File: config.mk
export PLATFORM = sky130hd
export DESIGN_NAME = msd_ram
export DESIGN_NICKNAME = d
export VERILOG_FILES = /design/src/rtl/msd_ram.sv
export SDC_FILE = /design/constraint.sdc
export NUM_CORES = 1
export LEC_CHECK = 0
export BUFFER_PORTS_ARGS = -buffer_cell sky130_fd_sc_hd__buf_2
export CORE_MARGIN = 1.5
export CORE_UTILIZATION = 65
export DETAILED_ROUTE_END_ITERATION = 10
export PLACE_DENSITY = 0.95
export SYNTH_ARGS = -nofsm -noshare
export SYNTH_HDL_FRONTEND = slang
export SYNTH_SLANG_ARGS = --single-unit
export TNS_END_PERCENT = 10
File: constraint.sdc
create_clock -name clk -period 4.7 [get_ports clk]
set_clock_uncertainty 0.1 [all_clocks]
set_input_delay 1.175 -clock clk [delete_from_list [all_inputs] [get_ports clk]]
set_output_delay 1.175 -clock clk [all_outputs]
set_load 0.01 [all_outputs]
File: src/rtl/msd_ram.sv
// Generic single-write, single-read RAM with registered read data.
`default_nettype none
module msd_ram #(
  parameter int WIDTH = 8,
  parameter int DEPTH = 16
) (
  input  wire logic                     clk,
  input  wire logic                     we,
  input  wire logic [$clog2(DEPTH)-1:0] waddr,
  input  wire logic [WIDTH-1:0]         wdata,
  input  wire logic [$clog2(DEPTH)-1:0] raddr,
  output logic      [WIDTH-1:0]         rdata
);

  logic [WIDTH-1:0] mem [DEPTH];

  always_ff @(posedge clk) begin
    if (we) begin
      mem[waddr] <= wdata;
    end
    rdata <= mem[raddr];
  end

endmodule
`default_nettype wire

Word level (Yosys, flattened, before mapping)
Memories as Yosys holds them, arrays and structs flattened. A register that Yosys moved wholly into a read port is not among the register bits.
Cells that the tools add are included.
{"block": "classes", "n_mux": 2}
{"cell": "2-to-1 mux 1 bit", "count": 2}
{"block": "totals", "mem_count": 1, "ram_bits": 128, "ff_bits": 0}
{"name": "mem", "words": 16, "word_bits": 8, "read_ports": 1, "rd_ports_with_merged_regs": 1, "wr": 1, "line": "15", "text": "logic [WIDTH-1:0] mem [DEPTH];"}

Longest topological paths before layout
{"block": "logic_depth", "ltp_word": 2, "mapped_depth": 5, "mapped_depth_nobuf": 3}

Least setup slack after synthesis
OpenSTA, ideal clock, no wires.
{"block": "synth_path", "kind": "in2reg", "from": "in waddr[2]", "to": "mem mem[0][0] (enable)", "stages": 2, "n_path_buf": 0, "slack_ns": 1.932, "setup_time_ns": 0.383, "arrival_time_ns": 2.285, "cell_sequence": "or3b_2 > nor3_1"}
{"item": "start, declared", "line": "9", "text": "input wire logic [$clog2(DEPTH)-1:0] waddr,"}
{"item": "end, declared", "line": "15"}
No word-level cell before the write port.

Worst setup path in the final report
{"block": "layout_path", "from": "in waddr[2]", "to": "mem mem[0][2] (enable)"}
No word-level cell before the write port.

==> reports/qor.yml <==
routed_wl_um: 9828
root_buffer: "clkbuf_8"
rsz0062_at_grt: "no"
start_kind: "input pin"
leakagePower_uw: 0.001975
synthFlopType: "edfxtp_1"
fin_nets: 283
layoutNonFillerInstCount: 381
setup_viol: 0
cts_tree: "yes"
port_buffers: 25
cts_resized: 0
io_pins: 26
dpl.cell_count: 348
antenna_found_initial: 1
synth-seq-cells: 136
grt_pass1_vias: 2584
ys_async_sr_fraction_pct: 0
dieArea_um2: 8462
ant_nets: 0
max_freq_ghz: 0.3522
vias: 2515
powerDensity_nw_per_um2: 463.6
drive_gt1_share_pct: 27.70
yosys_warnings: 0
period_share_pct: 60.41
cp.arrival_ns: 2.86
relSlewSlack_pct: 12.38
wl_per_cell_um: 25.80
hp-class: "reg2reg"
clk_path_buf_depth: 2
layout_min_cycle_time_ns: 2.839
cts_setup_buffers: 0
worst_slew_pin_slew_ns: 1.304
synth_top_area_share_pct: 74.67
status: "finished clean"
ir_drop_uv: 376.2
dr.pass1.iters: 5
grt_pass1_wl_um: 15050
setup.worst_path.end_class: "flop"
max_cap_viol_count: 0
fp.dieH_um: 91.99
area_growth_pct: 14.68
hold_viol: 0
finalSetupTns_ns: 0
dp_hpwl_um: 5797
fp-row-count: 32
drt_iter0_drc: 277
viasPerCell: 6.601
htreeDepth: 4
synth_edf_count: 128
grt_max_degree: 33
coreArea_um2: 7687
syn-num-nets: 247
netlist_area_um2: 5147
syn_avg_cell_area_um2: 22.48
synth_area_leaders: "edfxtp_1 75%, mux4_2 7.9%, mux4_1 7.1%"
postSynthCellCount: 229
grt_overflow: 0
ys_types: 19
start_util_pct: 66.96
numCtsBuffers: 17
synth_top_area_cell: "edfxtp_1"
yosysSeqAreaShare_pct: 77.78
worstPathRequired_ns: 4.72
cts_sinks: 136
clock_latency_ns: 0.51
drc: 0
drv_slew: 0
path_clk_slew_ns: 0.06
postCtsHoldBufs: 0
path_class: "in2reg"
grt_use_total_pct: 26.34
die_x_um: 91.99
cp_max_fo: 8
gp_congestion: 0.7681
==> registers in the layout, indices dropped and copies added (netlist names) <==
register	flops
mem	128
rdata	8
==> final timing paths <==
path                             start                   to  slack [ns]  depth (start not counted)
setup reg to reg  mem[10][7]$_DFFE_PP_     rdata[7]$_DFF_P_        3.20                          3
hold reg to reg    mem[9][5]$_DFFE_PP_     rdata[5]$_DFF_P_        0.60                          3
setup / recovery              waddr[2]  mem[0][2]$_DFFE_PP_        1.86                          3
hold / removal     mem[9][5]$_DFFE_PP_     rdata[5]$_DFF_P_        0.60                          3
==> through the flow <==
step           setup slack, ns  total power [uW]  util [%]  hold WS [ns]  instance area, um2
6_report                 1.861              2737     76.79        0.5953                5903
5_1_grt                  1.788              2809     76.79        0.6317                5903
4_1_cts                  1.867              2750     76.76        0.5970                5901
3_5_place_dp             1.336              1510     69.38        0.5737                5334
3_3_place_gp             1.462              1503     69.38        0.5579                5334
2_1_floorplan            1.932              1460         -        0.5293                5147
==> report_power, final <==
part           leakage (uW)  internal [uW]  total (uW)  switching, uW
combinational      0.000482           48.6         122           73.9
sequential          0.00122           1360        1360           8.37
clock              0.000270            757        1250            493
total               0.00198           2160        2740            575
==> cell usage after synthesis (all sizes together) (2+ instances only) <==
master,n
edfxtp,128
mux4,32
a22oi,16
nor2,13
nand2,9
dfxtp,8
buf,7
nor3,4
clkdlybuf4s25,3
nand2b,2
nand3b,2
==> cell usage in the layout (no fill, tap or decap), drive strengths merged <==
master    netlist  layout
edfxtp        128     128
mux4           32      32
buf             7      27
clkbuf          0      18
a22oi          16      16
nor2           13      13
nand2           9       9
dfxtp           8       8
clkinv          0       6
nor3            4       4
inv             0       3
clkinvlp        0       3
nand3b          2       2
nand2b          2       2
bufinv          0       2
diode           0       1
nor2b           1       1
and2            1       1
and2b           1       1
nand3           1       1
or3b            1       1
==> layout make-up <==
class	instances	area, um2
Clock inverter	14	148.9
Multi-Input combinational cell	83	1062
Timing Repair Buffer	27	140.1
Sequential cell	136	4004
Fill cell	383	1784
Antenna cell	1	2.502
Clock buffer	18	417.9
Tap cell	102	127.6
==> layer usage <==
metal | vias to the layer above | wire length, um | global-route usage, %
met5 | - | 0 | 0
li1 | 1046 | - | -
met1 | 1259 | 3769 | 35.83
met4 | 0 | 247 | 12.56
met2 | 189 | 4944 | 40.43
met3 | 21 | 867 | 7.131
==> worst max-delay path, cell delays in order <==
cell and delay (ns):
buf_2 0.13, or3b_2 0.54, nor3_1 1.01
==> cell families (layout without fill, tap and decap cells) <==
family	count (synthesis)	in the layout	share of synthesized area (%)
AND/OR/NAND/NOR	35	35	3.184
buffers and inverters	10	59	1.677
multiplexers	32	32	15.02
flip-flops	136	136	77.78
other	0	1	0
AO/OA/AOI/OAI	16	16	2.334
Power figures use the tool's default switching activity.
