`src/rtl/msd_pkg.sv`:
```
// Shared constants and types for the windowed mean squared displacement block.
`default_nettype none
package msd_pkg;

  localparam int DTMAX     = 32;
  localparam int ATOMS_MAX = 1024;
  localparam int SLOTS     = DTMAX - 1;
  localparam int LAG_W     = $clog2(DTMAX);
  localparam int ATOM_W    = $clog2(ATOMS_MAX);
  localparam int SLOT_W    = $clog2(SLOTS);
  localparam int POS_W     = 24;
  localparam int CFG_W     = 6;
  localparam int HIST_W    = 3 * POS_W;
  localparam int HIST_D    = SLOTS * ATOMS_MAX;
  localparam int SQ_W      = 2 * (POS_W + 1);
  localparam int DIST_W    = SQ_W + 2;
  localparam int SUM_W     = 64;
  localparam int CNT_W     = 32;
  localparam int MEAN_W    = 48;
  localparam int DRAIN_CYC = DTMAX + 8;
  localparam int DRAIN_W   = $clog2(DRAIN_CYC + 1);

  typedef struct packed {
    logic              vld;
    logic [LAG_W-1:0]  age;
    logic [DIST_W-1:0] dsq;
  } link_t;

  typedef enum logic [2:0] {
    ST_IDLE,
    ST_READ,
    ST_DRAIN,
    ST_DIV,
    ST_WAIT,
    ST_OUT
  } state_t;

endpackage
`default_nettype wire

```
`src/rtl/msd_cell.sv`:
```
// One lag cell: holds the sum and count of one lag and passes the distance on.
`default_nettype none
module msd_cell (
  input  wire logic                        clk,
  input  wire logic                        rst,
  input  wire logic [msd_pkg::LAG_W-1:0]   idx,
  input  wire msd_pkg::link_t              link_in,
  output msd_pkg::link_t                   link_out,
  output logic      [msd_pkg::SUM_W-1:0]   sum,
  output logic      [msd_pkg::CNT_W-1:0]   count
);
  import msd_pkg::*;

  logic [SUM_W:0] sum_add;

  assign sum_add = {1'b0, sum} + {{(SUM_W + 1 - DIST_W){1'b0}}, link_in.dsq};

  always_ff @(posedge clk) begin
    if (rst) begin
      link_out.vld <= 1'b0;
      sum          <= '0;
      count        <= '0;
    end else begin
      link_out.vld <= link_in.vld;
      if (link_in.vld && link_in.age == idx && count != {CNT_W{1'b1}}) begin
        sum   <= sum_add[SUM_W] ? {SUM_W{1'b1}} : sum_add[SUM_W-1:0];
        count <= count + 1'b1;
      end
    end
    link_out.age <= link_in.age;
    link_out.dsq <= link_in.dsq;
  end

endmodule
`default_nettype wire

```
`config.mk`:
```
export PLATFORM = sky130hd
export DESIGN_NAME = msd_cell
export DESIGN_NICKNAME = d
export VERILOG_FILES = /design/src/rtl/msd_pkg.sv /design/src/rtl/msd_cell.sv
export SDC_FILE = /design/constraint.sdc
export NUM_CORES = 1
export LEC_CHECK = 0
export ABC_AREA = 1
export BUFFER_PORTS_ARGS = -buffer_cell sky130_fd_sc_hd__buf_2
export CAP_MARGIN = 20
export CORE_MARGIN = 4
export CORE_UTILIZATION = 30
export DETAILED_ROUTE_END_ITERATION = 12
export PLACE_DENSITY = 0.5
export SETUP_SLACK_MARGIN = 0.15
export SKIP_CTS_REPAIR_TIMING = 1
export SLEW_MARGIN = 20
export SYNTH_ARGS = -nofsm -noshare
export SYNTH_HDL_FRONTEND = slang
export SYNTH_SLANG_ARGS = --single-unit
```
`constraint.sdc`:
```
create_clock -name clk -period 2.3 [get_ports clk]
set_input_delay 0.23 -clock clk [delete_from_list [all_inputs] [get_ports clk]]
set_output_delay 0.23 -clock clk [all_outputs]
set_load 0.02 [all_outputs]
```
Word level (Yosys, flattened, before mapping):

Cells that the tools add are included.

* reductions and logical operators: 2
* divide/modulo/power cells: 0
* muxes and demuxes: 1
* add/subtract/negate cells: 2
* multipliers: 0
* equal/unequal tests: 2
* magnitude comparators: 0
* bitwise operators: 0
* shift operators: 0

Operators by type and width (number)
* 64-bit by 52-bit adder with 65-bit output: 1
* 64-bit 2-to-1 mux: 1
* 32-bit by 1-bit adder with 32-bit output, second input constant: 1
* 32-bit != test, second input constant: 1
* 5-bit == test: 1
* 1-bit logical AND: 2

* register bits: 154
* output and inout port bits: 154
* bits in read-only memories: 0
* input port bits: 65
* memory bits (writable): 0
* memories kept: 0
* bits in latches: 0
* logic and storage cells: 12

Longest topological paths before layout:

* depth in word-level cells: 3
* mapped depth: 18
* mapped depth without buffers: 18

Worst setup path after synthesis:

OpenSTA, ideal clock, no wires.

* path kind: register to register
* start: register sum[0] (netlist bit)
* end: register sum[7] (netlist bit)
* path slack: -0.012 ns
* arrival time: 2.194 ns
* data required time: 2.181 ns
* library setup time: 0.119 ns
* period minus slack after synthesis: 2.312 ns
* path buffers: 1
* cell stages (with the launch flop): 18
* cells stage by stage: dfxtp_1 > ha_1 > fa_1 > nand3_1 > nand3_2 > nand2_1 > nand2_2 > nand2_2 > nand2_2 > nand2_2 > nand2_4 > nand3_2 > nand2_4 > nor2_8 > inv_8 > buf_12 > nor2_2 > nor2_2

* cells in the longest elaborated chain, start to end: 2

RTL lines
* from (decl): line msd_cell.sv:9 `output logic [msd_pkg::SUM_W-1:0] sum,`
* from (signal assigned): line msd_cell.sv:26 `sum <= sum_add[SUM_W] ? {SUM_W{1'b1}} : sum_add[SUM_W-1:0];`
* 64-bit by 52-bit adder with 65-bit output: line msd_cell.sv:16 `assign sum_add = {1'b0, sum} + {{(SUM_W + 1 - DIST_W){1'b0}}, link_in.dsq};`
* 64-bit 2-to-1 mux: line msd_cell.sv:26

No other way between the ends.
A chain may end at the register's enable or synchronous reset.

Final worst setup path:

* start: register sum[0] (netlist bit)
* end: register sum[35] (netlist bit)

The elaborated chain is that of the path after synthesis.

==> impl_summary.txt <==
----------------------------------------------------
[Timing]
  Hold Fails Final Rpt ... 1
  Measured slew at the worst slew-check pin ... 0.465 ns
  Total setup violations reported at the end of the flow ... 32
  Total negative slack for setup checks ... -2.56 ns
  Unrepaired setup endpoints after global routing ... true
  Minimum clock period after layout ... 2.43 ns
  Worst relative slew slack ... 0.687
  Maximum clock frequency ... 412 MHz
  Share of the clock period used by the worst path after layout ... 1.06
  Count of final max-slew check failures ... 0
  Worst Slack Setup Final ... -0.128 ns
  Post-Route Skew ... 0.0108 ns
  Hold slack final ... -0.00201 ns

[Worst setup path]
  Buffers & Inverters on Critical Path ... 3
  Longest individual stage delay on the worst path ... 0.40 ns
  Launching element type of the critical path ... flip-flop
  Slowest cell on crit path ... fa_2
  Crit Path Category ... reg -> reg
  CP delay by family, top ... simple AND/OR/NAND/NOR gates
  Cell repeated most along the worst path ... nand2_4
  Crit. End Element ... flip-flop
  Data required time at the worst endpoint ... 2.63 ns
  CP Data Arrival Time ... 2.76 ns
  Cells traversed along the worst timing path ... ha_4, fa_2, nand3_2, nand3_4, nand2_2, nand2_4, nand2_4, nand2_4, nand2_4, nand2_4, nand3_4, nand2_4, nor2_8, buf_12, buf_12, inv_8, nor2_4, nor2_1
  Highest net fanout along the worst path ... 5

[Synthesis]
  Number of instances in the synthesized netlist ... 1627
  Ys flop type ... dfxtp_1
  Mapped Area ... 10200 sq um
  Post-synthesis cell type with the largest combined area ... dfxtp_1
  Unique masters post-synth ... 41
  Main area contributors after synthesis ... dfxtp_1 30%, nand2_1 18%, inv_1 8.9%, nor2_1 7.6%, ha_1 6.5%
  Cell types with the highest counts after synthesis ... 501 x nand2_1, 243 x inv_1, 207 x nor2_1
  Yosys reg bits ... 154
  Number of flops mapped to enable cells by yosys ... 0
  Async set or reset register ratio after synthesis ... 0
  Post-Synthesis Mean Instance Area ... 6.27 sq um
  Fraction of the yosys area taken by sequential cells ... 0.302
  Most used standard cell by instance count after synthesis ... nand2_1
  Synth top area share ... 0.302
  Yosys warning count ... 0
  Number of nets in the synthesized netlist ... 1746

[Clocking]
  Clock net sink count ... 154
  Clock tree from TritonCTS ... yes
  Total number of H-tree levels ... 4
  Clk pin slew, worst setup/hold paths ... 0.07 ns
  Clock root cell ... clkbuf_16
  Clock latency reported for the late side of the worst-skew pair ... 0.45 ns
  Clock Tree Buf Depth ... 2
  CTS Buf Count ... 17

[Global route]
  Met2 demand-to-capacity share in global routing ... 0.328
  Vias in the first global route ... 10500
  Initial antenna violation count ... 0
  Met1 routing resource usage after global routing ... 0.261
  GRT Max-Usage Layer ... met2
  Overflow left after global routing ... 0
  First-pass GRT wire length ... 56.6 mm
  Met3 track demand over resource in global routing ... 0.0340
  GR Util All Layers ... 0.195
  Maximum number of pins on one net before global-route repair ... 38

[Die]
  Area of the die ... 37000 sq um
  # IOs ... 219
  Floorplan row count ... 67
  Chip height ... 192 microns
  Initial cell density of the core ... 0.304
  Die W ... 192 microns
  Area inside the core boundary ... 33500 sq um

[Drt]
  Via count ... 11300
  Post-route DRC ... 0
  Total Routed Length ... 38.1 mm
  Number of DRC violations after detailed-routing iteration 0 ... 545
  Mean number of vias per cell ... 4.53
  Final antenna-violating net count ... 0
  Number of optimization iterations in the first detailed-route pass ... 5
  Drt wl/cell ... 15.3 microns

[Cells and area]
  Share of post-route cells with drive strength above 1 ... 0.311
  Multi-input combinational cell area ... 6920 sq um
  Register Area ... 3090 sq um
  Filler cell count ... 3585
  Post-layout nets ... 2143
  Layout area overhead ... 45.4%
  Number of diodes ... 0

[Status]
  Status ... finished, violations left
  Failing checks ... hold timing, setup timing

[Power]
  Leakage power summed over all cells ... 7.57 nW
  Total power of the final layout ... 6.66 mW
  Maximum ir drop on the vdd rail ... 0.513 mV
  PwrDens ... 449 nW/um^2

[Place]
  Weighted congestion reported at the end of routability-driven placement ... 0.931
  Port Buf Inserts ... 218
  Half-perimeter wire length of the detailed placement result ... 29.8 mm

[Worst hold path]
  Hold Path Class ... in -> reg

[Flow run]
  Number of max-cap violations ... 0

----------------------------------------------------
-- power breakdown --
group          internal, mW  switching [mW]
logic                 0.480           0.685
registers              2.74          0.0314
clock network          1.54            1.18
-- worst register-to-register path: cells and delay by family, from the launching register on --
family                     cells  cell delay [ns]
DFF                            1             0.36
and+or+nand+nor               13             1.06
buffers and inverters          3             0.33
adders and majority gates      2             0.57
-- final cells by class --
type | instances | area share
clock inverter | 11 | 0.00650
tap | 448 | 0.0378
multi-input combinational | 1190 | 0.467
timing repair buffer | 399 | 0.180
timing repair inverter | 3 | 0.00245
clock buffer | 20 | 0.0309
sequential | 154 | 0.209
inverter | 259 | 0.0670
-- through the flow --
| stage | worst slack [ns] | area, sq um | utilization | hold slack [ns] | std cells |
|---|---|---|---|---|---|
| CTS | -0.0539 | 13100 | 0.391 | -0.129 | 2409 |
| global route | -0.217 | 14800 | 0.442 | 0.00824 | 2484 |
| global placement | -0.151 | 12500 | 0.374 | 0.352 | 2378 |
| floorplan | 0.155 | 10200 | - | 0.258 | 1627 |
| finish | -0.128 | 14800 | 0.442 | -0.00201 | 2484 |
| detailed placement | -0.0790 | 12500 | 0.374 | 0.354 | 2378 |
-- state kept, by name, indices dropped and copies added (netlist names) --
register / count
count: 32
link_out: 58
sum: 64
-- cell families (layout without fill, tap and decap cells) --
| group | after synthesis | count (layout) | synth area share |
|---|---|---|---|
| AND/OR/NAND/NOR | 888 | 888 | 0.372 |
| buffers and inverters | 283 | 692 | 0.113 |
| adder cells (fa/ha/maj) | 54 | 54 | 0.0670 |
| AO/OA/AOI/OAI | 198 | 198 | 0.103 |
| flip-flops | 154 | 154 | 0.302 |
| XOR/XNOR | 50 | 50 | 0.0429 |
-- path summary, 6_finish.rpt --
kind / start / to / slack (ns) / cells past startpoint
worst max register to register: sum[0] / sum[35] / -0.13 / 18
worst max-delay path: sum[0] / sum[35] / -0.13 / 18
worst min-delay path: link_in[57] / link_out[57] / -0.002 / 3
worst min register to register: count[3] / count[3] / 0.48 / 1
-- cell usage in the layout, fill, tap and decap left out, types with 16 or more instances in the layout --
cell type	instances
nand2_1	449
nor2_2	53
nand2_4	20
ha_4	25
o21ai_0	70
nand2_2	49
nor2_4	24
nand4_1	20
a21oi_2	22
buf_2	218
nor3_1	17
clkbuf_16	18
dlygate4sd3_1	56
nor2_1	162
dfxtp_1	149
inv_1	241
buf_4	116
inv_2	16
a21oi_1	74
xor2_1	33
ha_1	22
nand3_1	56
-- metal layers --
metal	share of wire	vias up
li1	-	5864
met1	0.47	5140
met2	0.47	217
met3	0.043	29
met4	0.013	0
met5	0	-
No activity file was read; power rests on OpenSTA's default activity.
