**config.mk**
```make
export PLATFORM = sky130hd
export DESIGN_NAME = msd_div
export DESIGN_NICKNAME = d
export VERILOG_FILES = /design/src/rtl/msd_pkg.sv /design/src/rtl/msd_div.sv
export SDC_FILE = /design/constraint.sdc
export NUM_CORES = 1
export LEC_CHECK = 0
export ABC_AREA = 1
export BUFFER_PORTS_ARGS = -buffer_cell sky130_fd_sc_hd__buf_2
export CORE_ASPECT_RATIO = 1.1
export CORE_MARGIN = 2
export CORE_UTILIZATION = 55
export CTS_CLUSTER_SIZE = 14
export DETAILED_ROUTE_END_ITERATION = 12
export PLACE_DENSITY_LB_ADDON = 0.25
export REMOVE_ABC_BUFFERS = 1
export SYNTH_ARGS = -nofsm -noshare
export SYNTH_HDL_FRONTEND = slang
export SYNTH_SLANG_ARGS = --single-unit
```
**constraint.sdc**
```tcl
create_clock -name clk -period 7 [get_ports clk]
set_input_delay 0.35 -clock clk [delete_from_list [all_inputs] [get_ports clk]]
set_output_delay 0.35 -clock clk [all_outputs]
set_load 0.1 [all_outputs]
```
**src/rtl/msd_pkg.sv**
```systemverilog
// Shared constants and types for the windowed mean squared displacement block.
`default_nettype none
package msd_pkg;

  localparam int DTMAX     = 32;
  localparam int ATOMS_MAX = 1024;
  localparam int SLOTS     = DTMAX - 1;
  localparam int LAG_W     = $clog2(DTMAX);
  localparam int ATOM_W    = $clog2(ATOMS_MAX);
  localparam int SLOT_W    = $clog2(SLOTS);
  localparam int POS_W     = 24;
  localparam int CFG_W     = 6;
  localparam int HIST_W    = 3 * POS_W;
  localparam int HIST_D    = SLOTS * ATOMS_MAX;
  localparam int SQ_W      = 2 * (POS_W + 1);
  localparam int DIST_W    = SQ_W + 2;
  localparam int SUM_W     = 64;
  localparam int CNT_W     = 32;
  localparam int MEAN_W    = 48;
  localparam int DRAIN_CYC = DTMAX + 8;
  localparam int DRAIN_W   = $clog2(DRAIN_CYC + 1);

  typedef struct packed {
    logic              vld;
    logic [LAG_W-1:0]  age;
    logic [DIST_W-1:0] dsq;
  } link_t;

  typedef enum logic [2:0] {
    ST_IDLE,
    ST_READ,
    ST_DRAIN,
    ST_DIV,
    ST_WAIT,
    ST_OUT
  } state_t;

endpackage
`default_nettype wire

```
**src/rtl/msd_div.sv**
```systemverilog
// Restoring divider, one quotient bit per cycle, mean saturated to 48 bits.
`default_nettype none
module msd_div (
  input  wire logic                        clk,
  input  wire logic                        rst,
  input  wire logic                        start,
  input  wire logic [msd_pkg::SUM_W-1:0]   dividend,
  input  wire logic [msd_pkg::CNT_W-1:0]   divisor,
  output logic                             done,
  output logic      [msd_pkg::MEAN_W-1:0]  quotient
);
  import msd_pkg::*;

  localparam int STEP_W = $clog2(SUM_W + 1);

  logic              busy;
  logic [STEP_W-1:0] step;
  logic [CNT_W:0]    rem;
  logic [SUM_W-1:0]  quo;
  logic [CNT_W-1:0]  dsr;
  logic [CNT_W:0]    rem_sh;
  logic [CNT_W:0]    rem_sub;

  assign rem_sh  = {rem[CNT_W-1:0], quo[SUM_W-1]};
  assign rem_sub = rem_sh - {1'b0, dsr};
  assign quotient = (quo[SUM_W-1:MEAN_W] != '0) ? {MEAN_W{1'b1}} : quo[MEAN_W-1:0];

  always_ff @(posedge clk) begin
    if (rst) begin
      busy <= 1'b0;
      done <= 1'b0;
      step <= '0;
    end else begin
      done <= 1'b0;
      if (start) begin
        busy <= 1'b1;
        step <= '0;
      end else if (busy) begin
        step <= step + 1'b1;
        if (step == STEP_W'(SUM_W - 1)) begin
          busy <= 1'b0;
          done <= 1'b1;
        end
      end
    end
    if (start) begin
      rem <= '0;
      quo <= dividend;
      dsr <= divisor;
    end else if (busy) begin
      if (!rem_sub[CNT_W]) begin
        rem <= rem_sub;
        quo <= {quo[SUM_W-2:0], 1'b1};
      end else begin
        rem <= rem_sh;
        quo <= {quo[SUM_W-2:0], 1'b0};
      end
    end
  end

endmodule
`default_nettype wire

```
# --- Yosys cells after proc, flatten, opt, wreduce, memory -nomap -nowiden ---
# Index checks and enable logic that the tools add are counted.
classes:
  n_addsub: 2
  eq_ne: 1
  muxes: 9
  bitwise: 1
  reduce_logical: 4
op_table:
  columns: ["op", "n"]
  rows:
  - ["$mux W64", 2]
  - ["$mux W48", 1]
  - ["$sub A33 B32 Y33", 1]
  - ["$mux W32", 1]
  - ["$reduce_bool A16 Y1", 1]
  - ["$add A7 B1 Y7 const B", 1]
  - ["$eq A7 B6 Y1 const B", 1]
  - ["$mux W1", 5]
  - ["$reduce_or A3 Y1", 1]
  - ["$reduce_bool A2 Y1", 1]
  - ["$reduce_or A2 Y1", 1]
  - ["$not A1 Y1", 1]
word_totals:
  reg_bits: 137
  inputBits: 99
  output_inout_bits: 49
  wordCells: 23

# --- Logic depth before layout (Yosys ltp) ---
logic_depth:
  word_depth: 4
  mapped_depth: 18
  mapped_depth_nobuf: 17

# --- Worst setup path after synthesis ---
# Ideal clock, no wire load.
synth_path:
  kind: "input to register"
  from: "input start"
  to: "register quo[0] (enable)"
  setup_time_ns: 0.418
  arrival_ns: 2.223
  required_time_ns: 6.582
  setup_slack_ns: 4.359
  stages: 4
  n_path_buf: 2
  cell_sequence: "clkbuf_1 nor2_1 clkbuf_1 inv_1"
synth_via:
  elab_chain_cells: 1
synth_lines:
  columns: ["element", "line_no", "rtl"]
  rows:
  - ["start, declared", "msd_div.sv:6", "input wire logic start,"]
  - ["$reduce_bool A2 Y1 (no line)", null, null]
  - ["end signal, assigned", "msd_div.sv:48", "quo <= dividend;"]
  - ["end signal, assigned", "msd_div.sv:53", "quo <= {quo[SUM_W-2:0], 1'b1};"]
  - ["end signal, assigned", "msd_div.sv:56", "quo <= {quo[SUM_W-2:0], 1'b0};"]
  - ["end, declared", "msd_div.sv:19", "logic [SUM_W-1:0] quo;"]
# No other way between the ends.
# A chain may end at the register's enable or synchronous reset.

# --- Worst setup path in the final report ---
layout_path:
  from: "register quo[61]"
  to: "output quotient[8] in the netlist's numbering"
layout_via:
  elab_chain_cells: 2
layout_lines:
  columns: ["element", "line_no", "rtl"]
  rows:
  - ["$reduce_bool A16 Y1", "msd_div.sv:26", "assign quotient = (quo[SUM_W-1:MEAN_W] != '0) ? {MEAN_W{1'b1}} : quo[MEAN_W-1:0];"]
  - ["$mux W48", "msd_div.sv:26", null]
  - ["end, declared", "msd_div.sv:10", "output logic [msd_pkg::MEAN_W-1:0] quotient"]
# No other way between the ends.

==> summary.txt <==
Peak VDD IR - 0.000164 V
number of enable-type register cells in the synthesized netlist - 96
Die Ht - 135 um
Synth Warn # - 0
combined flip-flop and latch cell area - 3700 um2
Hold Crit Class - in -> reg
Worst slew margin - 0.337
number of antenna-violating nets in the routed design - 0
topmost layer with routed signal wires - met4
slew at the pin closest to its max-slew limit - 0.995 ns
overflow left after global routing - 0
I/O pin count - 148
Multi-input gate area - 3710 um2
combinational share of power - 0.102
Overall Global Routing Usage - 0.257
crit-path max cell delay - 0.45 ns
register clock-pin slew on the reported worst setup and hold paths - 0.07 ns
Die Area - 16700 um2
setup repair after global routing missed its margin - false
WL met2 - 9300 um
crit path to - quotient[8]
detail-routed net length per standard cell - 12.6 um
overall power after layout - 0.00203 W
time the worst path needs with I/O delays and setup - 2.67 ns
total DRC errors in the routed layout - 0
Met3 Wirelength - 1530 um
total setup buffers inserted after CTS - 0
filler cell count - 1393
leading post-synthesis cells by instance count - nand2_1, inv_1, edfxtp_1, o21ai_0, nand3_1
insertion delay to the later sink of the worst-skew pair - 0.43 ns
net total in the final layout - 1510
routability-driven placement congestion ratio - 0.949
Placed Instances - 1554
slowest library cell on the worst path - buf_4
Setup-failing EPs final - 0
maximum clock frequency - 0.374 GHz
final count of pins violating max slew - 0
cell taking the most area after synthesis - edfxtp_1
CP Class - reg -> out
largest cells by area after synthesis - edfxtp_1, nand2_1, inv_1
P&R area growth vs syn - 16.7%
total wire length - 19900 um
CP Depth - 6
P per Cell Area - 203 nW/um2
number of antenna violations at the first check in global routing - 0
fraction of layout cells with a size suffix above 1 - 0.151
share of the yosys chip area belonging to registers - 0.430
synthesized instance count - 1237
width of the chip - 123 um
Critical Path RT - 6.65 ns
antenna diode count - 0
final clock period utilization by the worst path - 0.382
worst setup slack after placement - 4.40 ns
cell with the most instances after synthesis - nand2_1
crit-path max FO - 48
synthesized area - 8610 um2
most frequently used flop master after synthesis - edfxtp_1
effective utilization at floorplan - 0.567
root buffer cell - clkbuf_16
number of non-filler instances in the completed layout - 1586
fraction of registers with async set/reset - 0
number of CTS-inserted buffers - 17
met1 WL - 8620 um
sequential power share - 0.467
R2R setup slack - 4.39 ns
CTS H-Tree Depth - 4
gate family responsible for the most delay along the worst path - buffers and inverters
clock network power share - 0.432
Vias/cell - 4.85
Iteration-0 DRC Markers - 426
total via count in the routed design - 7694
number of clock sinks seen by CTS - 137
arrival time worst endpoint - 2.32 ns
detailed placement HPWL - 14700 um
number of gates given a new drive strength after cts - 0
hold buffers post-CTS - 0
Avg Cell Area, Syn - 6.96 um2
endpoint class of the critical path - primary output
CP cell instances - nor2_1, nand3_1, nor4_2, buf_4, nand2_1, buf_2
first element of the critical path - quo[61]
Worst R2R Path Depth - 15
leakage power figure - 5.23 nW
CTS tree - done
wire length of the first global-routing pass - 33700 um
maximum number of pins on one net before global-route repair - 117
Pre-antenna DRT Iters - 7
smallest setup slack after layout - 4.33 ns
Power Internal - 0.00150 W
status - finished clean
sw power - 0.000535 W
standard-cell row count - 47
launching point of the worst reg2reg path - quo[63]
number of buffers on the longest clock path - 2
Worst Path Buf+Inv - 2
end of the worst register-to-register path - quo[0]
via count of the first global-routing pass - 7507
crit start category - register
PortBufs - 147
share of total power consumed by net switching - 0.263
area share of the largest cell type after synthesis - 0.335
clock skew - 0.0118 ns
Max Cap Violations - 0
number of synthesized register bits - 137
Final Hold Viols - 0
Post-Route Setup TNS - 0 ns
area of the core region - 15200 um2
number of different library cells in the post-synthesis netlist - 36
## worst register-to-register path, cell delays in order, from the launching register on
cell and delay, ns:
edfxtp_1 0.32, inv_1 0.06, ha_1 0.22, fa_1 0.41, inv_1 0.10, nand2_1 0.05, nand2_1 0.11, nand3_1 0.10
nand2_2 0.11, nand2_1 0.05, nand2_1 0.11, nand2_2 0.09, nand2_2 0.10, nand2_2 0.07, nand2_4 0.30, o21ai_0 0.13
## layout make-up
class / instances / area share
clock buffers: 17 / 0.0424
clock inverters: 15 / 0.0143
inverters: 276 / 0.103
multi-input cells: 793 / 0.370
flip-flops and latches: 137 / 0.369
well taps: 196 / 0.0244
repair buffers: 152 / 0.0772
## through the flow
stage                     instance area [um2]  hold WS (ns)  utilization
after floorplan                          8440         0.449            -
after global placement                   9470         0.461        0.624
after detailed placement                 9470         0.462        0.624
after CTS                               10000        0.0745        0.662
after global routing                    10000        0.0757        0.662
final                                   10000        0.0905        0.662
## worst min-delay path by stage
stage | from | endpoint | cells after the start
after CTS | divisor[7] | dsr[7] | 1
after global routing | divisor[4] | dsr[4] | 1
after floorplan | rem[0] | rem[0] | 2
after detailed placement | rem[18] | rem[18] | 2
final | divisor[9] | dsr[9] | 1
after global placement | rem[1] | rem[1] | 2
## layout by cell type, fill, tap and decap left out, types with 7 or more instances in the layout
cell type / Yosys / routed
nand2_2: 10 / 10
inv_1: 274 / 273
nand3_1: 60 / 60
ha_1: 33 / 33
o21ai_0: 68 / 68
nor2_2: 5 / 7
buf_2: 2 / 146
xnor2_1: 12 / 12
edfxtp_1: 96 / 96
clkbuf_16: 0 / 17
nand2_1: 487 / 487
a21oi_1: 22 / 22
nand4_1: 8 / 8
nor2_1: 51 / 49
dfxtp_1: 41 / 41
nor3_1: 11 / 11
## power by group through the flow
stage               combinational, W  sequential [W]  clock [W]
CTS                         0.000208        0.000950   0.000888
finish                      0.000207        0.000950   0.000878
global route                0.000239        0.000955   0.000923
global placement            0.000203        0.000965          0
floorplan                   0.000127        0.000963          0
detailed placement          0.000207        0.000967          0
## registers in the layout, summed over array words and instances, names as in the netlist
register  flops
busy          1
done          1
dsr          32
quo          64
rem          32
step          7
## kinds of logic (layout without fill, tap and decap cells)
logic type / count (synthesis) / count (layout) / synth area share
simple gates: 646 / 646 / 0.306
buf+inv: 307 / 460 / 0.139
flops: 137 / 137 / 0.430
compound gates: 97 / 97 / 0.0580
fa+ha+maj: 34 / 34 / 0.0503
xor+xnor: 16 / 16 / 0.0163
## layer usage
| layer | vias to the layer above | GRT usage |
|---|---|---|
| met5 | - | 0 |
| met4 | 0 | 0.0966 |
| met3 | 36 | 0.0707 |
| met2 | 259 | 0.424 |
| met1 | 3356 | 0.320 |
| li1 | 4043 | - |
Note: power is estimated with default switching activity, not from simulation.
